===== src/hdl/rmq_pkg.sv =====
// Shared types and constants for the rotation matrix to quaternion block.
package rmq_pkg;

  localparam int DATA_W = 16;
  localparam int FRAC   = DATA_W - 2;
  localparam int A_W    = DATA_W + 3;
  localparam int D_W    = DATA_W + 1;
  localparam int MAG_W  = DATA_W + 1;
  localparam int RAD_W  = 2 * DATA_W;
  localparam int ROOT_W = DATA_W;
  localparam int REM_W  = ROOT_W + 4;
  localparam int SQRT_N = ROOT_W;
  localparam int NUM_W  = 2 * DATA_W;
  localparam int DIV_W  = ROOT_W + 1;
  localparam int Q_W    = DATA_W;
  localparam int DIV_N  = Q_W;

  typedef enum logic [1:0] {
    ROLE_ROOT,
    ROLE_D0,
    ROLE_D1,
    ROLE_D2
  } role_t;

  typedef struct packed {
    logic signed [DATA_W-1:0] m00;
    logic signed [DATA_W-1:0] m01;
    logic signed [DATA_W-1:0] m02;
    logic signed [DATA_W-1:0] m10;
    logic signed [DATA_W-1:0] m11;
    logic signed [DATA_W-1:0] m12;
    logic signed [DATA_W-1:0] m20;
    logic signed [DATA_W-1:0] m21;
    logic signed [DATA_W-1:0] m22;
  } in_data_t;

  typedef struct packed {
    logic signed [DATA_W-1:0] quat_w;
    logic signed [DATA_W-1:0] quat_x;
    logic signed [DATA_W-1:0] quat_y;
    logic signed [DATA_W-1:0] quat_z;
    logic                     degenerate;
  } out_data_t;

  typedef struct packed {
    logic                          degen;
    logic [2:0]                    neg;
    logic [2:0][MAG_W-1:0]         mag;
    role_t [3:0]                   role;
  } side_t;

endpackage


===== src/hdl/rmq_div.sv =====
// Pipelined restoring divider, one quotient bit per stage, with overflow flag.
module rmq_div (
  input  logic                      clk,
  input  logic                      en,
  input  logic [rmq_pkg::NUM_W-1:0] num,
  input  logic [rmq_pkg::DIV_W-1:0] div,
  output logic [rmq_pkg::Q_W-1:0]   quo,
  output logic                      ovf
);
  import rmq_pkg::*;

  logic [NUM_W-1:0] num_r [DIV_N];
  logic [DIV_W-1:0] div_r [DIV_N];
  logic [DIV_W-1:0] rem_r [DIV_N];
  logic [Q_W-1:0]   q_r   [DIV_N];
  logic             ovf_r [DIV_N];

  for (genvar k = 0; k < DIV_N; k++) begin : g_stage
    logic [NUM_W-1:0] num_p;
    logic [DIV_W-1:0] div_p;
    logic [DIV_W-1:0] rem_p;
    logic [Q_W-1:0]   q_p;
    logic             ovf_p;
    logic [DIV_W:0]   tr;
    logic [DIV_W-1:0] rem_nxt;
    logic [Q_W-1:0]   q_nxt;

    if (k == 0) begin : g_first
      assign num_p = num;
      assign div_p = div;
      assign rem_p = DIV_W'(num[NUM_W-1:Q_W]);
      assign q_p   = '0;
      assign ovf_p = {1'b0, num} >= {div, {Q_W{1'b0}}};
    end else begin : g_next
      assign num_p = num_r[k-1];
      assign div_p = div_r[k-1];
      assign rem_p = rem_r[k-1];
      assign q_p   = q_r[k-1];
      assign ovf_p = ovf_r[k-1];
    end

    always_comb begin
      tr = {rem_p, num_p[Q_W-1-k]};
      if (tr >= {1'b0, div_p}) begin
        rem_nxt = DIV_W'(tr - {1'b0, div_p});
        q_nxt   = {q_p[Q_W-2:0], 1'b1};
      end else begin
        rem_nxt = DIV_W'(tr);
        q_nxt   = {q_p[Q_W-2:0], 1'b0};
      end
    end

    always_ff @(posedge clk) begin
      if (en) begin
        num_r[k] <= num_p;
        div_r[k] <= div_p;
        rem_r[k] <= rem_nxt;
        q_r[k]   <= q_nxt;
        ovf_r[k] <= ovf_p;
      end
    end
  end

  assign quo = q_r[DIV_N-1];
  assign ovf = ovf_r[DIV_N-1];

endmodule


===== config.mk =====
export PLATFORM = sky130hd
export DESIGN_NAME = rmq_div
export DESIGN_NICKNAME = d
export VERILOG_FILES = /design/src/hdl/rmq_pkg.sv /design/src/hdl/rmq_div.sv
export SDC_FILE = /design/constraint.sdc
export NUM_CORES = 1
export LEC_CHECK = 0
export ABC_AREA = 0
export BUFFER_PORTS_ARGS = -buffer_cell sky130_fd_sc_hd__clkbuf_2
export CORE_UTILIZATION = 35
export DETAILED_ROUTE_END_ITERATION = 8
export PLACE_DENSITY = 0.58
export SLEW_MARGIN = 20
export SYNTH_ARGS = -nofsm -noshare
export SYNTH_HDL_FRONTEND = slang
export SYNTH_SLANG_ARGS = --single-unit
export TNS_END_PERCENT = 100

===== constraint.sdc =====
create_clock -name clk -period 4.2 [get_ports clk]
set_input_delay 0 -clock clk [delete_from_list [all_inputs] [get_ports clk]]
set_output_delay 0 -clock clk [all_outputs]
set_load 0.005 [all_outputs]

==> results_dict.tcl, run 1 <==
set metrics [dict create \
    outcome "finished clean" \
    post_synth_instance_area_um2 39500 \
    r2r_slack_ns 0.64 \
    row_count 122 \
    number_of_drc_violations_after_detailed_routing_iteration_0 1163 \
    post-route-util_pct 40.3 \
    drt_drc_violations_left 0 \
    grt_max_degree 120 \
    finalNonFillerCells 4852 \
    synth_xor_xnor_area_share_pct 4.42 \
    synth-async-reset-ratio_pct 0 \
    vdd_ir_drop_max_mv 0.331 \
    dp_hpwl_mm 52.9 \
    cellPowerDensity_nw_per_um2 693 \
    share_of_the_synthesized_area_in_compound_gates_ao_oa_aoi_oai_pct 11.7 \
    postSynthNetCount 3462 \
    number_of_antenna_violations_at_the_first_check_in_global_routing 0 \
    timing_hold_violations_final 0 \
    antenna_cells_inserted 0 \
    timing.hold.ws_ns 0.109 \
    timing.reg2reg.worst_path_depth 13 \
    gp_congestion 0.848 \
    synth-edff-count 782 \
    simple_gate_fraction_of_synth_area_pct 7.20 \
    initial_utilization_pct 35.5 \
    slew_viol_final 0 \
    clock_insertion_delay_worst_skew_ns 0.63 \
    place_worst_setup_slack_ns 0.586 \
    arithmetic_cell_share_of_the_synthesized_area_counting_full_adders_half_adders_and_majority_gates_pct 9.89 \
    placedInstanceArea_um2 41900 \
    grt_usage_pct 12.9 \
    finalWirelength_mm 72.9 \
    nNetsFinal 3659 \
    timing.critical_path.arrival_ns 3.90 \
    area.growth.synth_to_final_pct 13.7 \
    ys_ff_latch 782 \
    rsz0062_at_grt "false" \
    fin_crit_sh_pct 84.8 \
    timing.max_cap.violations 0 \
    setup_tns_ns 0 \
    portBuffers 67 \
    dr.pass1.iters 5 \
    fp.dieW_um 338 \
    cp_data_required_time_ns 4.54 \
    placed_cells 4658 \
    die-height_um 338 \
    synth_sequential_area_ratio_pct 59.5 \
    yosysWarningCount 0 \
    leakagePower_nw 17.7 \
    cts-buffers-inserted 83 \
    clock_slew_seen_by_the_registers_of_the_worst_setup_and_hold_paths_ns 0.06 \
    finalWorstSetupSlack_ns 0.640 \
    slew_headroom_pct 34.0 \
    post_drt_wl_per_cell_um 15.0 \
    synth_ff_type "edfxtp_1" \
    synth_commonest_cells "edfxtp_1 (782), inv_1 (357), ha_1 (288)" \
    critical_path.max_fanout 30 \
    worst_setup_path_end_kind "flip-flop" \
    post-route-min-period_ns 3.56 \
    timing.final.setup_violations 0 \
    achievable-frequency_mhz 281 \
    post_synth.cell_area_avg_um2 12.7 \
    largest_area_contributor_in_the_netlist "edfxtp_1" \
    cts.sinks 782 \
    main_combinational_cell_family_by_area_after_synthesis "compound AO/OA/AOI/OAI gates" \
    criticalPathCategory "reg -> reg" \
    min_path_cells 2 \
    h-tree-depth 3 \
    worstMarginPinSlew_ns 0.966 \
    hold_path_class "in -> reg" \
    final_layout_size_suffix_gt1_share_pct 10.5 \
    drtAntennaViolNets 0 \
    number_of_top_level_design_ports 68 \
    yosysMostFrequentCell "edfxtp_1" \
    top_area_cell_type_share_of_the_netlist_area_pct 59.5 \
    core_area_um2 111000 \
    finalPower_mw 31.1 \
    synth_top_cells_by_area "edfxtp_1 (59%), ha_1 (9.1%), inv_1 (3.4%), xnor2_1 (2.7%), mux2_2 (2.7%)" \
    globalRouteOverflowTotal 0 \
    finish.instance_area_um2 44900 \
    max-clock-path-buffers 3 \
    vias_per_cell 4.85 \
    die_area_um2 114000 \
    synth.area.mux_share_pct 3.38 \
    clockRootBuffer "clkbuf_16" \
    postSynthCellCount 3108 \
    detailroute.via_count 23516 \
    final.setup_skew_ns 0.0147 \
    cts_tree "done" \
    grt_pass1_vias 24000 \
    crit_path_start_kind "flip-flop" \
    ys_types 79 \
    wire_length_of_the_first_global_routing_pass_mm 119 \
]
[sequential cells by signal, indices dropped and copies added (netlist names)]
register	cells
q_r	136
div_r	255
rem_r	255
ovf_r	16
num_r	120
[layer usage]
metal,vias to the layer above,global-route usage [%],share of wire [%]
li1,11869,-,-
met1,11139,13.6,40
met2,351,25.0,53
met3,157,2.28,3.2
met4,0,5.30,3.9
met5,-,0,0
[cells by family (layout without fill, tap and decap cells)]
family                     Yosys count  count (layout)
AOI/OAI and AO/OA                  721             721
xor gates and xnor gates           199             199
adders and majority gates          303             303
buffers and inverters              399             655
DFF                                782             782
muxes                              114             114
and+or+nand+nor                    590             590
[placed cells by master, fill, tap and decap left out, types with 66 or more instances in the layout]
master     count
xor2_1        79
edfxtp_1     782
xnor2_1      120
a21oi_1      207
a21o_1        93
inv_1        357
mux2_2        93
clkbuf_16     84
clkbuf_2      66
nand2_1      171
o21ai_0      171
nor2_1       156
ha_1         288
[layout make-up]
cell class                 instances  area (µm²)
fill                           10301       66400
tap                             1488        1860
clock buffer                     104        2180
timing repair buffer             152        1200
sequential                       782       23500
inverter                         359        1350
multi-input combinational       1927       14500
clock inverter                    40         313
[where the power goes]
part	switching, mW	leakage, nW	total [mW]	internal [mW]
clock	2.91	1.20	6.81	3.90
combinational	6.65	8.90	12.3	5.65
sequential	0.871	7.64	12.0	11.1
total	10.4	17.7	31.1	20.7
[what timing repair did]
item / in CTS / in global routing
resized for setup: 0 / 0
hold buffers: 50 / 0
setup buffers: 0 / 0
endpoints found under the hold margin: 117 / 0
[critical path, stage by stage (launching register included)]
cell,delay [ns]
edfxtp_1,0.41
inv_1,0.08
ha_1,0.18
inv_1,0.06
fa_1,0.40
a21o_1,0.19
a21oi_1,0.26
o21ai_0,0.19
a31o_2,0.30
a2111oi_2,0.39
or2_2,0.25
inv_2,0.23
o311ai_0,0.16
o21ai_0,0.18
[path summary, 6_finish.rpt]
kind / startpoint / end
setup / recovery: num_r[0][76]$_DFFE_PP_ / rem_r[0][64]$_DFFE_PP_
hold / removal: num[13] / num_r[0][13]$_DFFE_PP_
setup reg to reg: num_r[0][76]$_DFFE_PP_ / rem_r[0][64]$_DFFE_PP_
hold reg to reg: num_r[0][35]$_DFFE_PP_ / num_r[0][67]$_DFFE_PP_
Note: power is estimated with default switching activity, not from simulation.
==> run 2, diff against run 1 <==
==> constraint.sdc (replaced) <==
create_clock -name clk -period 3.63 [get_ports clk]
set_input_delay 0 -clock clk [delete_from_list [all_inputs] [get_ports clk]]
set_output_delay 0 -clock clk [all_outputs]
set_load 0.005 [all_outputs]
==> run 2 against run 1 <==
Effect of this change: highest routed layer unchanged; largest cell class unchanged; clock skew increased by 0.0046 ns; first-iteration DRC count decreased by 2.2%; critical path depth unchanged; wire length decreased by 1.9%; register-to-register slack got worse by 0.41 ns; largest power group unchanged; final area increased by 1.1%; via count increased by 0.16%; worst hold slack got worse by 0.0018 ns.
==> results_dict.tcl, run 2 (same netlist as run 1, synthesis figures left out) <==
set metrics [dict create \
    cts.sinks 782 \
    initial_utilization_pct 35.5 \
    final_common_cell "edfxtp_1" \
    achievable-frequency_mhz 294 \
    hold_path_class "in -> reg" \
    h-tree-depth 3 \
    critical-path-top-delay-family "compound AO/OA/AOI/OAI gates" \
    dp_hpwl_mm 52.4 \
    layout.cells.most_common_list "edfxtp_1 (782), inv_1 (357), ha_1 (288), a21oi_1 (206), nand2_1 (171)" \
    fp.dieW_um 338 \
    slew_headroom_pct 45.4 \
    vdd_ir_drop_max_mv 0.402 \
    timing.critical_path.mode_cell "o21ai_0" \
    drtAntennaViolNets 0 \
    setup_tns_ns 0 \
    worstMarginPinSlew_ns 0.808 \
    final_layout_size_suffix_gt1_share_pct 11.2 \
    drt_drc_violations_left 0 \
    detailroute.via_count 23553 \
    clock_insertion_delay_worst_skew_ns 0.64 \
    number_of_antenna_violations_at_the_first_check_in_global_routing 0 \
    final.setup_skew_ns 0.0193 \
    rsz0062_at_grt "false" \
    grt_max_degree 127 \
    finalPower_mw 36.9 \
    antenna_cells_inserted 0 \
    grt_usage_pct 12.7 \
    timing.max_cap.violations 0 \
    cts-buffers-inserted 84 \
    die_area_um2 114000 \
    critical_path.max_fanout 14 \
    slowest_stage "fa_1" \
    fill_cells 10322 \
    worst_setup_path_end_kind "flip-flop" \
    post_drt_wl_per_cell_um 14.7 \
    worstPathBufferInverterCount 4 \
    cts_tree "done" \
    timing.final.setup_violations 0 \
    wire_length_of_the_first_global_routing_pass_mm 117 \
    cp_cell_sequence "inv_1, ha_1, inv_1, fa_1, a21o_1, a221oi_1, buf_4, o21ai_0, o31a_1, o21ai_0, a21o_1, buf_4, o21ai_0" \
    number_of_top_level_design_ports 68 \
    number_of_drc_violations_after_detailed_routing_iteration_0 1137 \
    row_count 122 \
    critical-path-max-stage-delay_ns 0.40 \
    reg.largest.list "div_r x255, rem_r x255, q_r x136" \
    die-height_um 338 \
    timing.critical_path.arrival_ns 3.76 \
    grt_pass1_vias 23869 \
    cellPowerDensity_nw_per_um2 813 \
    clock_slew_seen_by_the_registers_of_the_worst_setup_and_hold_paths_ns 0.06 \
    area.growth.synth_to_final_pct 14.9 \
    outcome "finished clean" \
    nNetsFinal 3675 \
    timing_hold_violations_final 0 \
    portBuffers 67 \
    crit_path_start_kind "flip-flop" \
    finalWirelength_mm 71.4 \
    max-clock-path-buffers 3 \
    criticalPathCategory "reg -> reg" \
    cp_data_required_time_ns 4.00 \
    gp_congestion 0.849 \
    fin_crit_sh_pct 93.5 \
    clockRootBuffer "clkbuf_16" \
    slew_viol_final 0 \
    dr.pass1.iters 5 \
    post-route-min-period_ns 3.40 \
    vias_per_cell 4.83 \
    globalRouteOverflowTotal 0 \
    core_area_um2 111000 \
    leakagePower_nw 18.0 \
]
==> run 2: per-layer routing <==
layer / vias up / track usage (%) / share of wire (%)
met3: 150 / 2.03 / 2.7
li1: 11914 / - / -
met4: 0 / 5.30 / 3.7
met1: 11188 / 13.4 / 40
met5: - / 0 / 0
met2: 301 / 24.6 / 54
==> run 2: stage by stage <==
step | util [%] | hold slack [ns] | cell area [µm²] | std cells | setup WS (ns)
after global placement | 37.9 | 0.197 | 42100 | 4673 | 0.143
final | 40.8 | 0.108 | 45400 | 4874 | 0.234
after detailed placement | 37.9 | 0.196 | 42100 | 4673 | 0.208
after CTS | 40.8 | 0.0449 | 45400 | 4874 | 0.176
after floorplan | - | 0.0989 | 39500 | 3108 | 0.439
after global routing | 40.8 | 0.0713 | 45400 | 4874 | 0.0286
==> run 2: worst paths after layout <==
check                                             from  slack (ns)                endpoint  cells after the start
worst max-delay path            num_r[1][37]$_DFFE_PP_        0.23  rem_r[1][38]$_DFFE_PP_                     13
worst min-delay path                            div[9]        0.11   div_r[0][9]$_DFFE_PP_                      2
worst max register to register  num_r[1][37]$_DFFE_PP_        0.23  rem_r[1][38]$_DFFE_PP_                     13
worst min register to register  num_r[0][65]$_DFFE_PP_        0.41  num_r[0][97]$_DFFE_PP_                      0
==> run 2: cell type report <==
| cell class | instances | area (µm²) | share of cell area (%) |
|---|---|---|---|
| multi-input combinational | 1927 | 14500 | 32.0 |
| tap | 1488 | 1860 | 4.10 |
| inverter | 359 | 1350 | 2.98 |
| timing repair buffer | 167 | 1460 | 3.22 |
| clock buffer | 104 | 2180 | 4.80 |
| clock inverter | 47 | 541 | 1.19 |
| sequential | 782 | 23500 | 51.8 |
==> run 2: power breakdown <==
part           leakage (nW)  switching, mW  internal [mW]
clock network          1.32           3.43           4.98
logic                  9.03           7.72           6.86
registers              7.64           1.01           12.9
total                  18.0           12.2           24.7
==> run 2: what timing repair did <==
action,CTS,global route
resized for setup,0,5
hold endpoints to repair,113,0
hold buffers,50,0
setup buffers,0,0
setup endpoints to repair,0,16
