===== config.mk =====
export PLATFORM = sky130hd
export DESIGN_NAME = rmq_sqrt
export DESIGN_NICKNAME = d
export VERILOG_FILES = /design/src/hdl/rmq_pkg.sv /design/src/hdl/rmq_sqrt.sv
export SDC_FILE = /design/constraint.sdc
export NUM_CORES = 1
export LEC_CHECK = 0
export BUFFER_PORTS_ARGS = -buffer_cell sky130_fd_sc_hd__buf_2
export CAP_MARGIN = 20
export CORE_AREA = 8 8 267 269
export DETAILED_ROUTE_END_ITERATION = 12
export DIE_AREA = 0 0 275 277
export SKIP_CTS_REPAIR_TIMING = 1
export SLEW_MARGIN = 20
export SYNTH_ARGS = -nofsm -noshare
export SYNTH_HDL_FRONTEND = slang
export SYNTH_SLANG_ARGS = --single-unit
export TNS_END_PERCENT = 30

===== constraint.sdc =====
create_clock -name clk -period 8.4 [get_ports clk]
set_input_delay 0.42 -clock clk [delete_from_list [all_inputs] [get_ports clk]]
set_output_delay 0.42 -clock clk [all_outputs]
set_load 0.01 [all_outputs]

===== src/hdl/rmq_pkg.sv =====
// Shared types and constants for the rotation matrix to quaternion block.
package rmq_pkg;

  localparam int DATA_W = 16;
  localparam int FRAC   = DATA_W - 2;
  localparam int A_W    = DATA_W + 3;
  localparam int D_W    = DATA_W + 1;
  localparam int MAG_W  = DATA_W + 1;
  localparam int RAD_W  = 2 * DATA_W;
  localparam int ROOT_W = DATA_W;
  localparam int REM_W  = ROOT_W + 4;
  localparam int SQRT_N = ROOT_W;
  localparam int NUM_W  = 2 * DATA_W;
  localparam int DIV_W  = ROOT_W + 1;
  localparam int Q_W    = DATA_W;
  localparam int DIV_N  = Q_W;

  typedef enum logic [1:0] {
    ROLE_ROOT,
    ROLE_D0,
    ROLE_D1,
    ROLE_D2
  } role_t;

  typedef struct packed {
    logic signed [DATA_W-1:0] m00;
    logic signed [DATA_W-1:0] m01;
    logic signed [DATA_W-1:0] m02;
    logic signed [DATA_W-1:0] m10;
    logic signed [DATA_W-1:0] m11;
    logic signed [DATA_W-1:0] m12;
    logic signed [DATA_W-1:0] m20;
    logic signed [DATA_W-1:0] m21;
    logic signed [DATA_W-1:0] m22;
  } in_data_t;

  typedef struct packed {
    logic signed [DATA_W-1:0] quat_w;
    logic signed [DATA_W-1:0] quat_x;
    logic signed [DATA_W-1:0] quat_y;
    logic signed [DATA_W-1:0] quat_z;
    logic                     degenerate;
  } out_data_t;

  typedef struct packed {
    logic                          degen;
    logic [2:0]                    neg;
    logic [2:0][MAG_W-1:0]         mag;
    role_t [3:0]                   role;
  } side_t;

endpackage


===== src/hdl/rmq_sqrt.sv =====
// Pipelined integer square root, one root bit per stage.
module rmq_sqrt (
  input  logic                       clk,
  input  logic                       en,
  input  logic [rmq_pkg::RAD_W-1:0]  rad,
  output logic [rmq_pkg::ROOT_W-1:0] root
);
  import rmq_pkg::*;

  logic [RAD_W-1:0]  rad_r  [SQRT_N];
  logic [REM_W-1:0]  rem_r  [SQRT_N];
  logic [ROOT_W-1:0] root_r [SQRT_N];

  for (genvar t = 0; t < SQRT_N; t++) begin : g_stage
    logic [RAD_W-1:0]  rad_p;
    logic [REM_W-1:0]  rem_p;
    logic [ROOT_W-1:0] root_p;
    logic [REM_W-1:0]  tr;
    logic [REM_W-1:0]  trial;
    logic [REM_W-1:0]  rem_nxt;
    logic [ROOT_W-1:0] root_nxt;

    if (t == 0) begin : g_first
      assign rad_p  = rad;
      assign rem_p  = '0;
      assign root_p = '0;
    end else begin : g_next
      assign rad_p  = rad_r[t-1];
      assign rem_p  = rem_r[t-1];
      assign root_p = root_r[t-1];
    end

    always_comb begin
      tr    = REM_W'({rem_p, rad_p[2*(SQRT_N-1-t) +: 2]});
      trial = REM_W'({root_p, 2'b01});
      if (tr >= trial) begin
        rem_nxt  = tr - trial;
        root_nxt = {root_p[ROOT_W-2:0], 1'b1};
      end else begin
        rem_nxt  = tr;
        root_nxt = {root_p[ROOT_W-2:0], 1'b0};
      end
    end

    always_ff @(posedge clk) begin
      if (en) begin
        rad_r[t]  <= rad_p;
        rem_r[t]  <= rem_nxt;
        root_r[t] <= root_nxt;
      end
    end
  end

  assign root = root_r[SQRT_N-1];

endmodule


==> results of run 1 <==
## sequential cells by signal (all words and copies together), names as in the netlist
register / cells
rad_r: 240
rem_r: 250
root_r: 136
## routing by layer
layer  global-route usage [%]  wire length, um  vias up  part of all wire [%]
met1                     18.1            24100     8173                    45
li1                         -                -     8422                     -
met2                     23.1            25800      363                    48
met5                        0                0        -                     0
met4                     4.81             1410        0                   2.6
met3                     3.01             2720       97                   5.0
## logic make-up (layout without fill, tap and decap cells)
logic type	count (synthesis)	in the layout	synth area share (%)
flip-flops	626	626	64.5
AND/OR/NAND/NOR	530	530	9.34
AO/OA/AOI/OAI	418	418	9.32
buffers and inverters	217	404	2.88
XOR/XNOR	181	181	5.44
adder cells (fa/ha/maj)	153	153	6.57
multiplexers	49	49	1.92
other	1	1	0.0129
## cells in the mapped netlist (4+ instances only)
| cell type | n |
|---|---|
| edfxtp_1 | 626 |
| inv_1 | 185 |
| ha_1 | 153 |
| nor2_1 | 127 |
| nand2_1 | 117 |
| o21ai_0 | 110 |
| a21oi_1 | 106 |
| xnor2_1 | 100 |
| xor2_1 | 81 |
| nor3_1 | 53 |
| mux2_2 | 38 |
| nand3_1 | 35 |
| a21o_1 | 33 |
| o21a_1 | 33 |
| nor4_1 | 28 |
| a211oi_1 | 26 |
| nand2b_1 | 26 |
| nand4_1 | 24 |
| nor2b_1 | 23 |
| or3_1 | 21 |
| clkbuf_1 | 18 |
| and3_1 | 14 |
| o211ai_1 | 14 |
| o31ai_1 | 13 |
| or2_2 | 13 |
| a31oi_1 | 11 |
| a21boi_0 | 10 |
| a2111oi_0 | 8 |
| nor4b_1 | 8 |
| or4_1 | 8 |
| buf_2 | 7 |
| mux2i_1 | 7 |
| o2111ai_1 | 7 |
| nor3b_1 | 6 |
| a311oi_1 | 4 |
| a31o_2 | 4 |
| and4_1 | 4 |
| mux2_4 | 4 |
| nand3b_1 | 4 |
| nand4b_1 | 4 |
| o31a_1 | 4 |
| o41ai_1 | 4 |
## power breakdown
part,internal [mW],leakage [nW],switching (mW)
Clock,1.79,1.09,1.23
Sequential,3.85,5.99,0.195
Combinational,0.497,5.49,0.638
## per-stage QoR
step	area, sq um	hold WS (ps)	util (%)	std cells
6_report	33000	107	49.5	3235
5_1_grt	33000	68.2	49.5	3235
4_1_cts	32700	-61.0	49.0	3204
3_5_place_dp	30500	405	45.6	3078
3_3_place_gp	30400	400	45.6	3077
2_1_floorplan	29100	400	-	2175
## how the worst max path moves through the flow
stage,depth (start not counted),to,slack (ps)
after floorplan,8,rem_r[1][108]$_DFFE_PP_,5690
after CTS,7,rem_r[0][146]$_DFFE_PP_,4990
after detailed placement,7,rem_r[0][142]$_DFFE_PP_,5070
after global routing,9,rem_r[1][95]$_DFFE_PP_,4920
after global placement,7,rem_r[1][46]$_DFFE_PP_,5190
final,9,rem_r[1][95]$_DFFE_PP_,5110
## final cells by class
type | count | area [sq um]
sequential | 626 | 18800
fill | 5752 | 33800
clock inverter | 36 | 434
clock buffer | 90 | 1850
tap | 873 | 1090
multi-input combinational | 1332 | 9510
timing repair buffer | 90 | 658
inverter | 188 | 706
==> metrics.json, run 1 <==
{
  "outcome": {"value": "finished clean"},
  "chip_width": {"value": 275, "unit": "um"},
  "commonest_non_fill_non_tap_cell_in_the_layout": {"value": "edfxtp_1"},
  "worstMarginPinSlew": {"value": 1030, "unit": "ps"},
  "finalClockSkew": {"value": 25.1, "unit": "ps"},
  "cts_sinks": {"value": 626},
  "final_total_pwr": {"value": 8.19, "unit": "mW"},
  "worst_hold_startpoint": {"value": "rad[31]"},
  "net_count_of_the_finished_layout": {"value": 2496},
  "grt_start_max_net_pins": {"value": 186},
  "number_of_cts_inserted_buffers": {"value": 71},
  "asyncSetResetFlopFracSynth": {"value": 0, "unit": "%"},
  "die_height": {"value": 277, "unit": "um"},
  "clock_h_tree_levels": {"value": 3},
  "crit_path_end_kind": {"value": "flip-flop"},
  "proportion_of_netlist_area_held_by_the_largest_area_contributor": {"value": 64.5, "unit": "%"},
  "critPathBufInv": {"value": 2},
  "yosys_most_used_dff": {"value": "edfxtp_1"},
  "clkTransAtPathRegs": {"value": 60, "unit": "ps"},
  "power.ir.vdd_worst": {"value": 0.000155, "unit": "V"},
  "antenna_violations_before_repair": {"value": 0},
  "drcViolationCount": {"value": 0},
  "grt_overflow": {"value": 0},
  "ant_nets": {"value": 0},
  "num_vias": {"value": 17100},
  "drt-total-wl": {"value": 54.0, "unit": "mm"},
  "maximum_capacitance_violations": {"value": 0},
  "gpl.final_weighted_congestion": {"value": 0.870},
  "critical_path.reg2reg.startpoint": {"value": "root_r[1][59]$_DFFE_PP_"},
  "worstSkewPairLatency": {"value": 600, "unit": "ps"},
  "io_buffer_count": {"value": 49},
  "yosys_register_bits": {"value": 626},
  "crit_path_top_delay_cell": {"value": "nor3b_1"},
  "r2r_setup_slack": {"value": 5110, "unit": "ps"},
  "syn_area_per_cell": {"value": 13.4, "unit": "sq um"},
  "cts_tree": {"value": "built"},
  "worst_hold_path.num_cells": {"value": 2},
  "timing.final.hold_violations": {"value": 0},
  "synth.cell_area": {"value": 29100, "unit": "sq um"},
  "max_slew_margin": {"value": 31.2, "unit": "%"},
  "power_density": {"value": 248, "unit": "nW/um^2"},
  "totalNegativeSetupSlack": {"value": 0, "unit": "ps"},
  "worst_path_max_stage_delay": {"value": 600, "unit": "ps"},
  "final.period_utilization": {"value": 39.1, "unit": "%"},
  "period_minus_slack": {"value": 3290, "unit": "ps"},
  "viasPerCell": {"value": 5.27},
  "grt_pass1_wl": {"value": 87.5, "unit": "mm"},
  "ys_warn_count": {"value": 0},
  "final.setup.worst_slack": {"value": 5110, "unit": "ps"},
  "dp_hpwl": {"value": 37.7, "unit": "mm"},
  "setup_violations": {"value": 0},
  "syn-instance-count": {"value": 2175},
  "final_cell_mix": {"value": "edfxtp_1 (626), inv_1 (185), ha_1 (153)"},
  "rows": {"value": 95},
  "reg2reg_to": {"value": "rem_r[1][95]$_DFFE_PP_"},
  "min_delay_worst_endpoint": {"value": "root_r[0][0]$_DFFE_PP_"},
  "synth_sequential_area_ratio": {"value": 64.5, "unit": "%"},
  "globalRouteTotalUtil": {"value": 14.0, "unit": "%"},
  "number_of_nets_produced_by_synthesis": {"value": 2362},
  "required": {"value": 8720, "unit": "ps"},
  "timing.reg2reg.worst_path_depth": {"value": 9},
  "flow.area_growth_from_synthesis": {"value": 13.4, "unit": "%"},
  "drt_iter0_drc": {"value": 1056},
  "worst_hold_path_type": {"value": "in2reg"},
  "timing.critical_path.from": {"value": "root_r[1][59]$_DFFE_PP_"},
  "worstPathCellList": {"value": "inv_1 -> ha_1 -> nand2b_1 -> nor3b_1 -> a31oi_1 -> o211a_1 -> inv_2 -> o311ai_0 -> xnor2_1"},
  "cell_family_contributing_the_most_delay_on_the_critical_path": {"value": "compound AO/OA/AOI/OAI gates"},
  "initial_core_util": {"value": 43.6, "unit": "%"},
  "cts_root_buffer": {"value": "clkbuf_16"},
  "total_die_area": {"value": 76200, "unit": "sq um"},
  "top_level_ports": {"value": 50},
  "pre_cts_slack": {"value": 5070, "unit": "ps"},
  "num_antenna_cells": {"value": 0},
  "netlist-cell-type-count": {"value": 77},
  "leakage": {"value": 12.6, "unit": "nW"},
  "startpoint_type": {"value": "flip-flop"},
  "clock_path_buffers": {"value": 3},
  "netlist_top_cells_area": {"value": "edfxtp_1 (65%), ha_1 (6.6%), xnor2_1 (3.0%)"},
  "cp.arrival": {"value": 3610, "unit": "ps"},
  "drive_gt1_share": {"value": 9.82, "unit": "%"},
  "unrepaired_setup_endpoints_after_global_routing": {"value": "false"},
  "maxSlewViolCount": {"value": 0},
  "grt_pass1_vias": {"value": 16900},
  "route.detailed.wl_per_inst": {"value": 16.7, "unit": "um"},
  "clock.fmax": {"value": 304, "unit": "MHz"},
  "drt_pre_antenna_iters": {"value": 5},
  "leading_area_contributor_after_synthesis": {"value": "edfxtp_1"},
  "critical_path_peak_fanout": {"value": 24},
  "placeableCoreArea": {"value": 66800, "unit": "sq um"},
  "synth_edf_count": {"value": 626},
  "worst-setup-path-type": {"value": "reg2reg"}
}
No activity file was read; power rests on OpenSTA's default activity.
==> run 2, diff against run 1 <==
==> constraint.sdc (replaced) <==
create_clock -name clk -period 2.8 [get_ports clk]
set_input_delay 0.14 -clock clk [delete_from_list [all_inputs] [get_ports clk]]
set_output_delay 0.14 -clock clk [all_outputs]
set_load 0.01 [all_outputs]
==> metrics.json, run 2 (same netlist as run 1, synthesis figures left out) <==
{
  "io_buffer_count": {"value": 49, "change": "unchanged"},
  "worst_hold_path_type": {"value": "in2reg"},
  "num_vias": {"value": 17400, "change": "+1.7%"},
  "setup_violations": {"value": 0, "change": "unchanged"},
  "timing.final.hold_violations": {"value": 0, "change": "unchanged"},
  "final.setup.worst_slack": {"value": 73.9, "unit": "ps", "change": "-5040 ps"},
  "cts_tree": {"value": "built"},
  "layout_top_registers": {"value": "rem_r (250), rad_r (240), root_r (136)"},
  "use_met3": {"value": 2.60, "unit": "%", "change": "-0.41 points"},
  "flow.area_growth_from_synthesis": {"value": 17.2, "unit": "%"},
  "drt-total-wl": {"value": 54.1, "unit": "mm", "change": "+0.15%"},
  "antenna_violations_before_repair": {"value": 0, "change": "unchanged"},
  "critical_path_peak_fanout": {"value": 8, "change": "-67%"},
  "crit_path_end_kind": {"value": "flip-flop"},
  "clock.fmax": {"value": 367, "unit": "MHz", "change": "+21%"},
  "grt_start_max_net_pins": {"value": 73, "change": "-61%"},
  "number_of_cts_inserted_buffers": {"value": 71, "change": "unchanged"},
  "grt_pass1_vias": {"value": 17400, "change": "+3.2%"},
  "net_count_of_the_finished_layout": {"value": 2599, "change": "+4.1%"},
  "total_die_area": {"value": 76200, "unit": "sq um", "change": "unchanged"},
  "route.detailed.wl_per_inst": {"value": 16.2, "unit": "um", "change": "-2.9%"},
  "globalRouteTotalUtil": {"value": 14.1, "unit": "%", "change": "+0.047 points"},
  "clock_path_buffers": {"value": 3, "change": "unchanged"},
  "worstSkewPairLatency": {"value": 590, "unit": "ps", "change": "about the same"},
  "commonest_non_fill_non_tap_cell_in_the_layout": {"value": "edfxtp_1"},
  "grt_overflow": {"value": 0, "change": "unchanged"},
  "unrepaired_setup_endpoints_after_global_routing": {"value": "true"},
  "power.ir.vdd_worst": {"value": 0.000496, "unit": "V", "change": "+220%"},
  "required": {"value": 3150, "unit": "ps", "change": "-5570 ps"},
  "max_slew_margin": {"value": 55.3, "unit": "%", "change": "+24 points"},
  "initial_core_util": {"value": 43.6, "unit": "%", "change": "unchanged"},
  "dp_hpwl": {"value": 39.2, "unit": "mm", "change": "+4.0%"},
  "fin_hold_ws": {"value": 30.9, "unit": "ps", "change": "-76.3 ps"},
  "viasPerCell": {"value": 5.20, "change": "-1.4%"},
  "use_met1": {"value": 18.1, "unit": "%", "change": "-0.080 points"},
  "final_cell_mix": {"value": "edfxtp_1 (626), inv_1 (185), ha_1 (147)"},
  "finalClockSkew": {"value": 26.2, "unit": "ps", "change": "+1.07 ps"},
  "grt_pass1_wl": {"value": 88.3, "unit": "mm", "change": "+0.96%"},
  "drcViolationCount": {"value": 0, "change": "unchanged"},
  "chip_width": {"value": 275, "unit": "um", "change": "unchanged"},
  "drt_pre_antenna_iters": {"value": 5, "change": "unchanged"},
  "clock_h_tree_levels": {"value": 3, "change": "unchanged"},
  "final.period_utilization": {"value": 97.4, "unit": "%", "change": "+58 points"},
  "cts_sinks": {"value": 626, "change": "unchanged"},
  "ant_nets": {"value": 0, "change": "unchanged"},
  "leakage": {"value": 13.1, "unit": "nW", "change": "+4.6%"},
  "top_level_ports": {"value": 50, "change": "unchanged"},
  "largest_register_ff_count": {"value": 250, "change": "unchanged"},
  "drt_iter0_drc": {"value": 800, "change": "-24%"},
  "num_antenna_cells": {"value": 0, "change": "unchanged"},
  "largest-register": {"value": "rem_r"},
  "period_minus_slack": {"value": 2730, "unit": "ps", "change": "-559 ps"},
  "placeableCoreArea": {"value": 66800, "unit": "sq um", "change": "unchanged"},
  "maxSlewViolCount": {"value": 0, "change": "unchanged"},
  "grt.busiest_layer": {"value": "met2"},
  "cp.arrival": {"value": 3080, "unit": "ps", "change": "-530 ps"},
  "worst-setup-path-type": {"value": "reg2reg"},
  "power_density": {"value": 725, "unit": "nW/um^2", "change": "+190%"},
  "cts_root_buffer": {"value": "clkbuf_16"},
  "rows": {"value": 95, "change": "unchanged"},
  "maximum_capacitance_violations": {"value": 0, "change": "unchanged"},
  "layoutNonFillerInstCount": {"value": 3337, "change": "+3.2%"},
  "startpoint_type": {"value": "flip-flop"},
  "pre_cts_slack": {"value": -27.9, "unit": "ps", "change": "-5100 ps"},
  "worstMarginPinSlew": {"value": 661, "unit": "ps", "change": "-371 ps"},
  "dp.cells": {"value": 3175, "change": "+3.2%"},
  "drive_gt1_share": {"value": 14.4, "unit": "%", "change": "+4.5 points"},
  "die_height": {"value": 277, "unit": "um", "change": "unchanged"},
  "outcome": {"value": "finished clean"},
  "gpl.final_weighted_congestion": {"value": 0.845, "change": "-2.8%"},
  "grt_util_met2": {"value": 23.8, "unit": "%", "change": "+0.69 points"},
  "clkTransAtPathRegs": {"value": 60, "unit": "ps", "change": "about the same"}
}
## run 2: final timing paths
check | cells after the start | startpoint | slack (ps) | to
worst min register to register | 0 | rad_r[0][136]$_DFFE_PP_ | 400 | rad_r[0][168]$_DFFE_PP_
worst max register to register | 10 | rem_r[1][110]$_DFFE_PP_ | 70 | rem_r[1][124]$_DFFE_PP_
worst max-delay path | 10 | rem_r[1][110]$_DFFE_PP_ | 70 | rem_r[1][124]$_DFFE_PP_
worst min-delay path | 1 | en | 30 | rad_r[0][96]$_DFFE_PP_
## run 2: layout make-up
type | count | area (sq um)
clock buffer | 85 | 1850
clock inverter | 40 | 422
fill | 5688 | 32700
inverter | 188 | 706
multi-input combinational | 1332 | 9680
sequential | 626 | 18800
tap | 873 | 1090
timing repair buffer | 193 | 1590
## run 2: power by group
part | internal (mW) | switching (mW) | total (mW)
clock network | 5.31 | 3.63 | 8.94
logic | 1.73 | 1.98 | 3.70
registers | 11.5 | 0.580 | 12.1
## run 2: worst max-delay path, stage by stage, from the launching register on
cell and delay [ps]:
edfxtp_1 440, ha_4 310, nand2_1 100, or4_4 560
a211oi_4 230, buf_4 160, a2111oi_4 40, buf_4 160
buf_4 160, buf_4 160, a21o_1 170
## run 2: metal layers
layer / wire length (um) / vias to the layer above
li1: - / 8618
met1: 24300 / 8329
met2: 26400 / 289
met3: 2000 / 115
met4: 1470 / 0
met5: 0 / -
## run 2: metrics by stage
stage | TNS [ps] | power [mW] | utilization (%) | instance area, sq um
floorplan | 0 | 14.6 | - | 29100
global placement | 0 | 15.8 | 46.9 | 31300
detailed placement | -30.1 | 15.9 | 46.9 | 31300
CTS | -39.5 | 25.0 | 50.3 | 33600
global route | -122 | 26.0 | 51.1 | 34100
finish | 0 | 24.8 | 51.1 | 34100
